===== src/hw/rtl/b64e_pkg.sv =====
// Base64 encoder package: phase codes, queue entry type, alphabet lookup.
// No dependencies; imported by the front, queue and back modules.
`timescale 1ns / 1ps
`default_nettype none

package b64e_pkg;

  // Position within the three-byte group
  typedef enum logic [1:0] {
    PH_0 = 2'd0,
    PH_1 = 2'd1,
    PH_2 = 2'd2
  } phase_t;

  localparam logic [7:0] PAD_CHAR = 8'h3D;  // '='

  // Up to four characters produced by one input byte
  typedef struct packed {
    logic [3:0][7:0] chars;     // chars[0] goes out first
    logic [1:0]      last_idx;  // index of the final valid character
    logic            last;      // entry ends the message
  } entry_t;

  // Map a sextet to its ASCII character
  function automatic logic [7:0] b64e_char(input logic [5:0] v);
    logic [7:0] wide;
    wide = {2'b00, v};
    if (v < 6'd26) begin
      return wide + 8'h41;
    end else if (v < 6'd52) begin
      return wide - 8'd26 + 8'h61;
    end else if (v < 6'd62) begin
      return wide - 8'd52 + 8'h30;
    end else if (v == 6'd62) begin
      return 8'h2B;
    end else begin
      return 8'h2F;
    end
  endfunction

endpackage

`default_nettype wire


===== src/hw/rtl/b64e_in_if.sv =====
// Input channel of the Base64 encoder: one raw byte and an end-of-message flag.
// Standalone interface, no dependencies.
`timescale 1ns / 1ps
`default_nettype none

interface b64e_in_if;
  logic       valid;
  logic       ready;
  logic [7:0] data_byte;
  logic       last_byte;

  modport source (output valid, output data_byte, output last_byte, input ready);
  modport sink (input valid, input data_byte, input last_byte, output ready);
endinterface

`default_nettype wire


===== src/hw/rtl/b64e_out_if.sv =====
// Output channel of the Base64 encoder: one ASCII character and a final flag.
// Standalone interface, no dependencies.
`timescale 1ns / 1ps
`default_nettype none

interface b64e_out_if;
  logic       valid;
  logic       ready;
  logic [7:0] out_char;
  logic       out_last;

  modport source (output valid, output out_char, output out_last, input ready);
  modport sink (input valid, input out_char, input out_last, output ready);
endinterface

`default_nettype wire


===== src/hw/rtl/b64e_front.sv =====
// Front end: accepts raw bytes, tracks the group phase and leftover bits,
// and builds the character entry for each byte. Uses b64e_pkg, b64e_in_if.
`timescale 1ns / 1ps
`default_nettype none

module b64e_front
  import b64e_pkg::*;
(
  input  logic   clk,
  input  logic   rst,
  b64e_in_if.sink raw,
  input  logic   q_full,
  output logic   push,
  output entry_t entry
);

  phase_t     phase, phase_next;
  logic [3:0] leftover, leftover_next;
  logic [7:0] b;

  assign raw.ready = !q_full;
  assign push      = raw.valid && !q_full;
  assign b         = raw.data_byte;

  // Build the entry and the next phase
  always_comb begin
    phase_next     = phase;
    leftover_next  = leftover;
    entry.chars    = {4{PAD_CHAR}};
    entry.last     = raw.last_byte;
    entry.last_idx = 2'd0;
    unique case (phase)
      PH_1: begin
        entry.chars[0] = b64e_char({leftover[1:0], b[7:4]});
        if (raw.last_byte) begin
          entry.chars[1] = b64e_char({b[3:0], 2'b00});
          entry.last_idx = 2'd2;
        end else begin
          leftover_next = b[3:0];
          phase_next    = PH_2;
        end
      end
      PH_2: begin
        entry.chars[0] = b64e_char({leftover, b[7:6]});
        entry.chars[1] = b64e_char(b[5:0]);
        entry.last_idx = 2'd1;
        leftover_next  = 4'd0;
        phase_next     = PH_0;
      end
      default: begin
        entry.chars[0] = b64e_char(b[7:2]);
        if (raw.last_byte) begin
          entry.chars[1] = b64e_char({b[1:0], 4'b0000});
          entry.last_idx = 2'd3;
        end else begin
          leftover_next = {2'b00, b[1:0]};
          phase_next    = PH_1;
        end
      end
    endcase
    if (raw.last_byte) begin
      phase_next    = PH_0;
      leftover_next = 4'd0;
    end
  end

  // Advance the group state on each accepted transaction
  always_ff @(posedge clk) begin
    if (rst) begin
      phase    <= PH_0;
      leftover <= 4'd0;
    end else if (push) begin
      phase    <= phase_next;
      leftover <= leftover_next;
    end
  end

`ifndef SYNTHESIS
  a_last_resets_phase: assert property (@(posedge clk) disable iff (rst)
    push && raw.last_byte |=> phase == PH_0 && leftover == 4'd0)
    else $error("phase not cleared after last byte");
  a_leftover_width: assert property (@(posedge clk) disable iff (rst)
    phase == PH_1 |-> leftover[3:2] == 2'b00)
    else $error("leftover holds more than two bits after first byte");
`endif

endmodule

`default_nettype wire


===== src/hw/rtl/b64e_queue.sv =====
// Short entry queue between the front and back ends.
// Uses b64e_pkg for the entry type.
`timescale 1ns / 1ps
`default_nettype none

module b64e_queue
  import b64e_pkg::*;
#(
  parameter int DEPTH = 4
) (
  input  logic   clk,
  input  logic   rst,
  input  logic   push,
  input  entry_t push_entry,
  input  logic   pop,
  output logic   full,
  output logic   head_valid,
  output entry_t head
);

  localparam int PTR_W = (DEPTH > 1) ? $clog2(DEPTH) : 1;
  localparam int CNT_W = $clog2(DEPTH + 1);

  entry_t             slots [DEPTH];
  logic [PTR_W-1:0]   wr_ptr, rd_ptr;
  logic [CNT_W-1:0]   count;

  assign full       = count == CNT_W'(DEPTH);
  assign head_valid = count != '0;
  assign head       = slots[rd_ptr];

  // Store pushed entries
  always_ff @(posedge clk) begin
    if (push) begin
      slots[wr_ptr] <= push_entry;
    end
  end

  // Move pointers and occupancy
  always_ff @(posedge clk) begin
    if (rst) begin
      wr_ptr <= '0;
      rd_ptr <= '0;
      count  <= '0;
    end else begin
      if (push) begin
        wr_ptr <= (wr_ptr == PTR_W'(DEPTH - 1)) ? '0 : wr_ptr + 1'b1;
      end
      if (pop) begin
        rd_ptr <= (rd_ptr == PTR_W'(DEPTH - 1)) ? '0 : rd_ptr + 1'b1;
      end
      if (push && !pop) begin
        count <= count + 1'b1;
      end else if (pop && !push) begin
        count <= count - 1'b1;
      end
    end
  end

`ifndef SYNTHESIS
  a_count_bound: assert property (@(posedge clk) disable iff (rst)
    count <= CNT_W'(DEPTH))
    else $error("queue occupancy exceeds depth");
  a_no_pop_empty: assert property (@(posedge clk) disable iff (rst)
    pop |-> head_valid)
    else $error("pop from empty queue");
`endif

endmodule

`default_nettype wire


===== src/hw/rtl/b64e_back.sv =====
// Back end: walks the head entry into the output register, one character
// per cycle while the output is not stalled. Uses b64e_pkg and b64e_out_if.
`timescale 1ns / 1ps
`default_nettype none

module b64e_back
  import b64e_pkg::*;
(
  input  logic   clk,
  input  logic   rst,
  input  logic   head_valid,
  input  entry_t head,
  output logic   pop,
  b64e_out_if.source enc
);

  logic       out_valid;
  logic [7:0] out_char;
  logic       out_last;
  logic [1:0] idx;
  logic       advance;
  logic       at_end;

  assign advance = head_valid && (!out_valid || enc.ready);
  assign at_end  = idx == head.last_idx;
  assign pop     = advance && at_end;

  assign enc.valid    = out_valid;
  assign enc.out_char = out_char;
  assign enc.out_last = out_last;

  // Load the output register and step through the entry
  always_ff @(posedge clk) begin
    if (rst) begin
      out_valid <= 1'b0;
      idx       <= 2'd0;
    end else begin
      if (advance) begin
        out_valid <= 1'b1;
        idx       <= at_end ? 2'd0 : idx + 2'd1;
      end else if (enc.ready) begin
        out_valid <= 1'b0;
      end
    end
  end

  always_ff @(posedge clk) begin
    if (advance) begin
      out_char <= head.chars[idx];
      out_last <= head.last && at_end;
    end
  end

`ifndef SYNTHESIS
  a_idx_in_entry: assert property (@(posedge clk) disable iff (rst)
    head_valid |-> idx <= head.last_idx)
    else $error("character index beyond entry");
  a_idx_idle_zero: assert property (@(posedge clk) disable iff (rst)
    !head_valid |-> idx == 2'd0)
    else $error("character index left mid-entry with queue empty");
`endif

endmodule

`default_nettype wire


===== src/hw/rtl/base64_stream_encoder.sv =====
// Base64 stream encoder top level: front end, entry queue, back end.
// Uses b64e_pkg, b64e_in_if, b64e_out_if, b64e_front, b64e_queue, b64e_back.
//
// Usage:
//   raw : one message byte per transaction (data_byte), last_byte set on the
//         final byte of a message. Every message has at least one byte.
//   enc : one ASCII character per transaction (out_char), out_last set on
//         the final character, after '=' padding to a multiple of four.
// Path: a byte accepted into an empty encoder is stored in a queue slot, then its
//   first character is loaded into the output register; queued entries and output stalls delay it.
// Throughput: the back end sends one character per cycle while enc.ready
//   allows; a byte yields one or two characters mid-message (about 1.33 on
//   average), up to four on the last byte. The front end accepts a
//   byte every cycle while the QUEUE_DEPTH-entry queue has room.
// Reset: synchronous; clears the group phase, the queue and the output
//   register. No clearing pass is needed.
// Stall: when enc.ready is low the output character holds, the queue fills,
//   and raw.ready drops once the queue is full.
`timescale 1ns / 1ps
`default_nettype none

module base64_stream_encoder
  import b64e_pkg::*;
#(
  parameter int QUEUE_DEPTH = 4
) (
  input logic         clk,
  input logic         rst,
  b64e_in_if.sink     raw,
  b64e_out_if.source  enc
);

  entry_t push_entry;
  entry_t head;
  logic   push;
  logic   pop;
  logic   q_full;
  logic   head_valid;

  b64e_front u_front (
    .clk   (clk),
    .rst   (rst),
    .raw   (raw),
    .q_full(q_full),
    .push  (push),
    .entry (push_entry)
  );

  b64e_queue #(
    .DEPTH(QUEUE_DEPTH)
  ) u_queue (
    .clk       (clk),
    .rst       (rst),
    .push      (push),
    .push_entry(push_entry),
    .pop       (pop),
    .full      (q_full),
    .head_valid(head_valid),
    .head      (head)
  );

  b64e_back u_back (
    .clk       (clk),
    .rst       (rst),
    .head_valid(head_valid),
    .head      (head),
    .pop       (pop),
    .enc       (enc)
  );

endmodule

`default_nettype wire

===== src/flat_wrapper.sv =====
// flat-port wrapper written by rule: the top's interface ports become plain ports
module base64_stream_encoder_flat import b64e_pkg::*;
#(
  parameter int QUEUE_DEPTH = 4
)
  (clk, rst, raw_valid, raw_data_byte, raw_last_byte, raw_ready, enc_valid, enc_out_char, enc_out_last, enc_ready);
  b64e_in_if raw_i ();
  b64e_out_if enc_i ();
  input logic clk;
  input logic rst;
  input wire logic [$bits(raw_i.valid)-1:0] raw_valid;
  input wire logic [$bits(raw_i.data_byte)-1:0] raw_data_byte;
  input wire logic [$bits(raw_i.last_byte)-1:0] raw_last_byte;
  output wire logic [$bits(raw_i.ready)-1:0] raw_ready;
  output wire logic [$bits(enc_i.valid)-1:0] enc_valid;
  output wire logic [$bits(enc_i.out_char)-1:0] enc_out_char;
  output wire logic [$bits(enc_i.out_last)-1:0] enc_out_last;
  input wire logic [$bits(enc_i.ready)-1:0] enc_ready;
  assign raw_i.valid = raw_valid;
  assign raw_i.data_byte = raw_data_byte;
  assign raw_i.last_byte = raw_last_byte;
  assign raw_ready = raw_i.ready;
  assign enc_valid = enc_i.valid;
  assign enc_out_char = enc_i.out_char;
  assign enc_out_last = enc_i.out_last;
  assign enc_i.ready = enc_ready;
  base64_stream_encoder #(.QUEUE_DEPTH(QUEUE_DEPTH)) u_core (.clk(clk), .rst(rst), .raw(raw_i), .enc(enc_i));
endmodule

===== config.mk =====
export PLATFORM = sky130hd
export DESIGN_NAME = base64_stream_encoder_flat
export DESIGN_NICKNAME = d
export VERILOG_FILES = /design/src/hw/rtl/b64e_pkg.sv /design/src/hw/rtl/b64e_in_if.sv /design/src/hw/rtl/b64e_out_if.sv /design/src/hw/rtl/b64e_front.sv /design/src/hw/rtl/b64e_queue.sv /design/src/hw/rtl/b64e_back.sv /design/src/hw/rtl/base64_stream_encoder.sv /design/src/flat_wrapper.sv
export SDC_FILE = /design/constraint.sdc
export NUM_CORES = 1
export LEC_CHECK = 0
export ABC_AREA = 1
export BUFFER_PORTS_ARGS = -buffer_cell sky130_fd_sc_hd__buf_2
export CORE_AREA = 2 2 117 119
export CTS_CLUSTER_SIZE = 40
export DETAILED_ROUTE_END_ITERATION = 7
export DIE_AREA = 0 0 119 121
export GPL_ROUTABILITY_DRIVEN = 0
export PLACE_DENSITY = 0.73
export SYNTH_ARGS = -nofsm -noshare
export SYNTH_HDL_FRONTEND = slang
export SYNTH_SLANG_ARGS = --single-unit

===== constraint.sdc =====
create_clock -name clk -period 2.7 [get_ports clk]
set_input_delay 0.54 -clock clk [delete_from_list [all_inputs] [get_ports clk]]
set_output_delay 0.54 -clock clk [all_outputs]
set_load 0.02 [all_outputs]

==> impl_metrics.toml <==
[die]
die_w_um = 119
rows = 42
core_area_mm2 = 0.0131
die_h_um = 121
initial_utilization = 0.524
pin_count = 24
die_area_mm2 = 0.0144

[yosys]
yosysSeqAreaShare = 0.425
ys.flop_type = "edfxtp_1"
synth_async_sr_flop_share = 0
syn_area_mm2 = 0.00685
syn-num-nets = 899
synth_cells = 833
ys_warn_count = 0
avgSynthCellArea_um2 = 8.23
synth.distinct_cells = 47
synth_edf_count = 85
ys_seq_elements = 103

[critical_path]
max_stage_delay_ns = 0.43
path_cells = "inv_2 > nand2_1 > nand3_1 > nand2_1 > xor2_1 > inv_1 > nand3_2 > ha_1 > inv_1 > fa_1 > a21oi_1 > o21ai_0 > o21ai_0 > a21oi_1"
cp_num_buf_inv = 3
start_kind = "register"
cp_top_family = "adder cells"
slowest_stage = "dfxtp_2"
required_ns = 2.93
crit_fanout = 15
setup.worst_path.end_class = "register"
path_class = "register to register"
cp_data_arrival_time_ns = 2.61

[sta]
layout_setup_ws_ns = 0.318
finalSetupTns_ns = 0
slew_violations = 0
worstMarginPinSlew_ns = 0.608
period_minus_slack_ns = 2.38
timing.fmax_mhz = 420
hold_violations = 0
holdWs_ns = 0.493
rsz0062_at_grt = "false"
fin_skew_ns = 0.00472
finalCritPeriodShare = 0.882
setup_viol = 0
max_slew_margin = 0.593

[power]
power_mw = 5.83
p_leak_nw = 3.35
irDropWorstVdd_mv = 0.329
p_per_area_mw_per_mm2 = 768

[global_routing]
gr-max-usage-layer = "met2"
grt_use_total = 0.238
grt_pass1_wl_um = 26900
use_met2 = 0.391
met1_usage = 0.312
antenna_found_initial = 0
grt_start_max_net_pins = 25
first_global_vias = 5379
grt_overflow = 0
use_met3 = 0.0343

[layout]
antenna_cells = 0
multi_input_area_mm2 = 0.00342
fillCellCount = 1150
synthToLayoutAreaGrowth_pct = 10.7
nNetsFinal = 938
finalCoreUtilization = 0.580
drive_above_1_share = 0.128
regArea_mm2 = 0.00291

[flow_run]
max_cap_viol_count = 0

[worst_hold_path]
hold_class = "register to register"

[drt]
drt_wl_total_um = 16400
drcViolationCount = 0
vias = 5756
drt_iter0_drc = 393
firstDrtPassIters = 5
postRouteAntennaNets = 0
avgRoutedWirePerCell_um = 15.5
viasPerCell = 5.47

[clock_tree]
htreeDepth = 3
clk_latency_ns = 0.34
cts_buffers = 9
cts.path.max_buffers = 2
clk_pin_slew_ns = 0.06
cts_tree = "done"
cts-root-buf = "clkbuf_16"
clock_sinks = 103

[run_status]
status = "finished, final reports clean"

[place]
port_buffers = 23
post-place-ws_ns = 0.0408
hpwl_um = 12300
[report_power, final]
part	switching, mW	internal [mW]	leakage (nW)
combinational	1.46	0.733	2.27
sequential	0.125	2.18	0.937
clock	0.531	0.803	0.147
[cell families (layout without fill, tap and decap cells)]
group                    count (synthesis)  count (layout)  synth area share
AND/OR/NAND/NOR                        350             350             0.214
AO/OA/AOI/OAI                          186             186             0.161
buffers and inverters                  121             165            0.0752
flip-flops                             103             103             0.425
adder cells (fa/ha/maj)                 53              53            0.0979
XOR/XNOR                                20              20            0.0267
[stage by stage]
stage,area (µm²),std cells
floorplan,6850,833
global placement,7270,1037
detailed placement,7270,1037
CTS,7580,1053
global route,7590,1053
finish,7590,1053
[Yosys cell counts (5+ instances only)]
library cell / number / area share
a211oi_1: 5 / 0.0055
a21oi_1: 71 / 0.052
a221oi_1: 10 / 0.013
a31oi_1: 13 / 0.012
buf_2: 9 / 0.0066
buf_4: 9 / 0.0099
clkbuf_1: 7 / 0.0038
dfxtp_1: 18 / 0.053
edfxtp_1: 85 / 0.37
ha_1: 52 / 0.095
inv_1: 77 / 0.042
inv_2: 13 / 0.0071
nand2_1: 198 / 0.11
nand2_2: 7 / 0.0064
nand3_1: 42 / 0.031
nor2_1: 78 / 0.043
o211ai_1: 6 / 0.0066
o21ai_0: 53 / 0.039
o21ai_1: 6 / 0.0044
o22ai_1: 5 / 0.0046
or3_1: 5 / 0.0046
xnor2_1: 5 / 0.0064
xor2_1: 14 / 0.018
[cell usage in the layout, fill, tap and decap left out, drive strengths merged, types with 3 or more instances in the layout]
master,n
o22ai,5
a31oi,13
nand2,205
inv,90
xor2,15
o21ai,63
buf,57
nand3,44
o211ai,6
or3,5
a211oi,5
nor2,81
clkinv,5
ha,52
nand3b,3
nor3,5
a221oi,10
or2,4
xnor2,5
edfxtp,85
clkbuf,9
a21oi,76
dfxtp,18
[registers in the layout, summed over array words and instances, names as in the netlist, named ones only]
register                    flops
u_core.u_queue.rd_ptr           2
u_core.u_queue.count            3
u_core.u_front.leftover         4
u_core.u_queue.slots           76
u_core.u_front.phase            2
u_core.u_back.idx               2
u_core.u_back.enc.out_last      1
u_core.u_back.enc.valid         1
u_core.u_back.enc.out_char      8
u_core.u_queue.wr_ptr           2
[timing repair]
action / 4_1_cts / 5_1_grt
setup buffers: 0 / 0
gates resized for setup: 0 / 1
setup endpoints to repair: 0 / 1
hold buffers: 0 / 0
[path summary, 6_finish.rpt]
check | from | end | slack (ns) | cells after the start
worst max-delay path | register | u_core.u_queue.count[2] | 0.32 | 14
worst min-delay path | u_core.u_queue.rd_ptr[1] | register | 0.49 | 2
worst max register to register | register | u_core.u_queue.count[2] | 0.32 | 14
worst min register to register | u_core.u_queue.rd_ptr[1] | register | 0.49 | 2
[metal layers]
metal / share of wire / wire [µm]
met5: 0 / 0
met4: 0.036 / 589
met3: 0.049 / 808
met2: 0.47 / 7760
met1: 0.44 / 7210
[area by class of cell]
type | instances | share of cell area
well taps | 176 | 0.0290
repair buffers | 57 | 0.0488
flip-flops and latches | 103 | 0.384
inverters | 92 | 0.0455
clock buffers | 9 | 0.0297
clock inverters | 7 | 0.0115
multi-input cells | 609 | 0.451
[worst min-delay path: stages, from the launching register on]
cell and delay (ns):
dfxtp_1 0.31, nand2_1 0.08, a21oi_2 0.06
(Power assumes the default switching activity.)
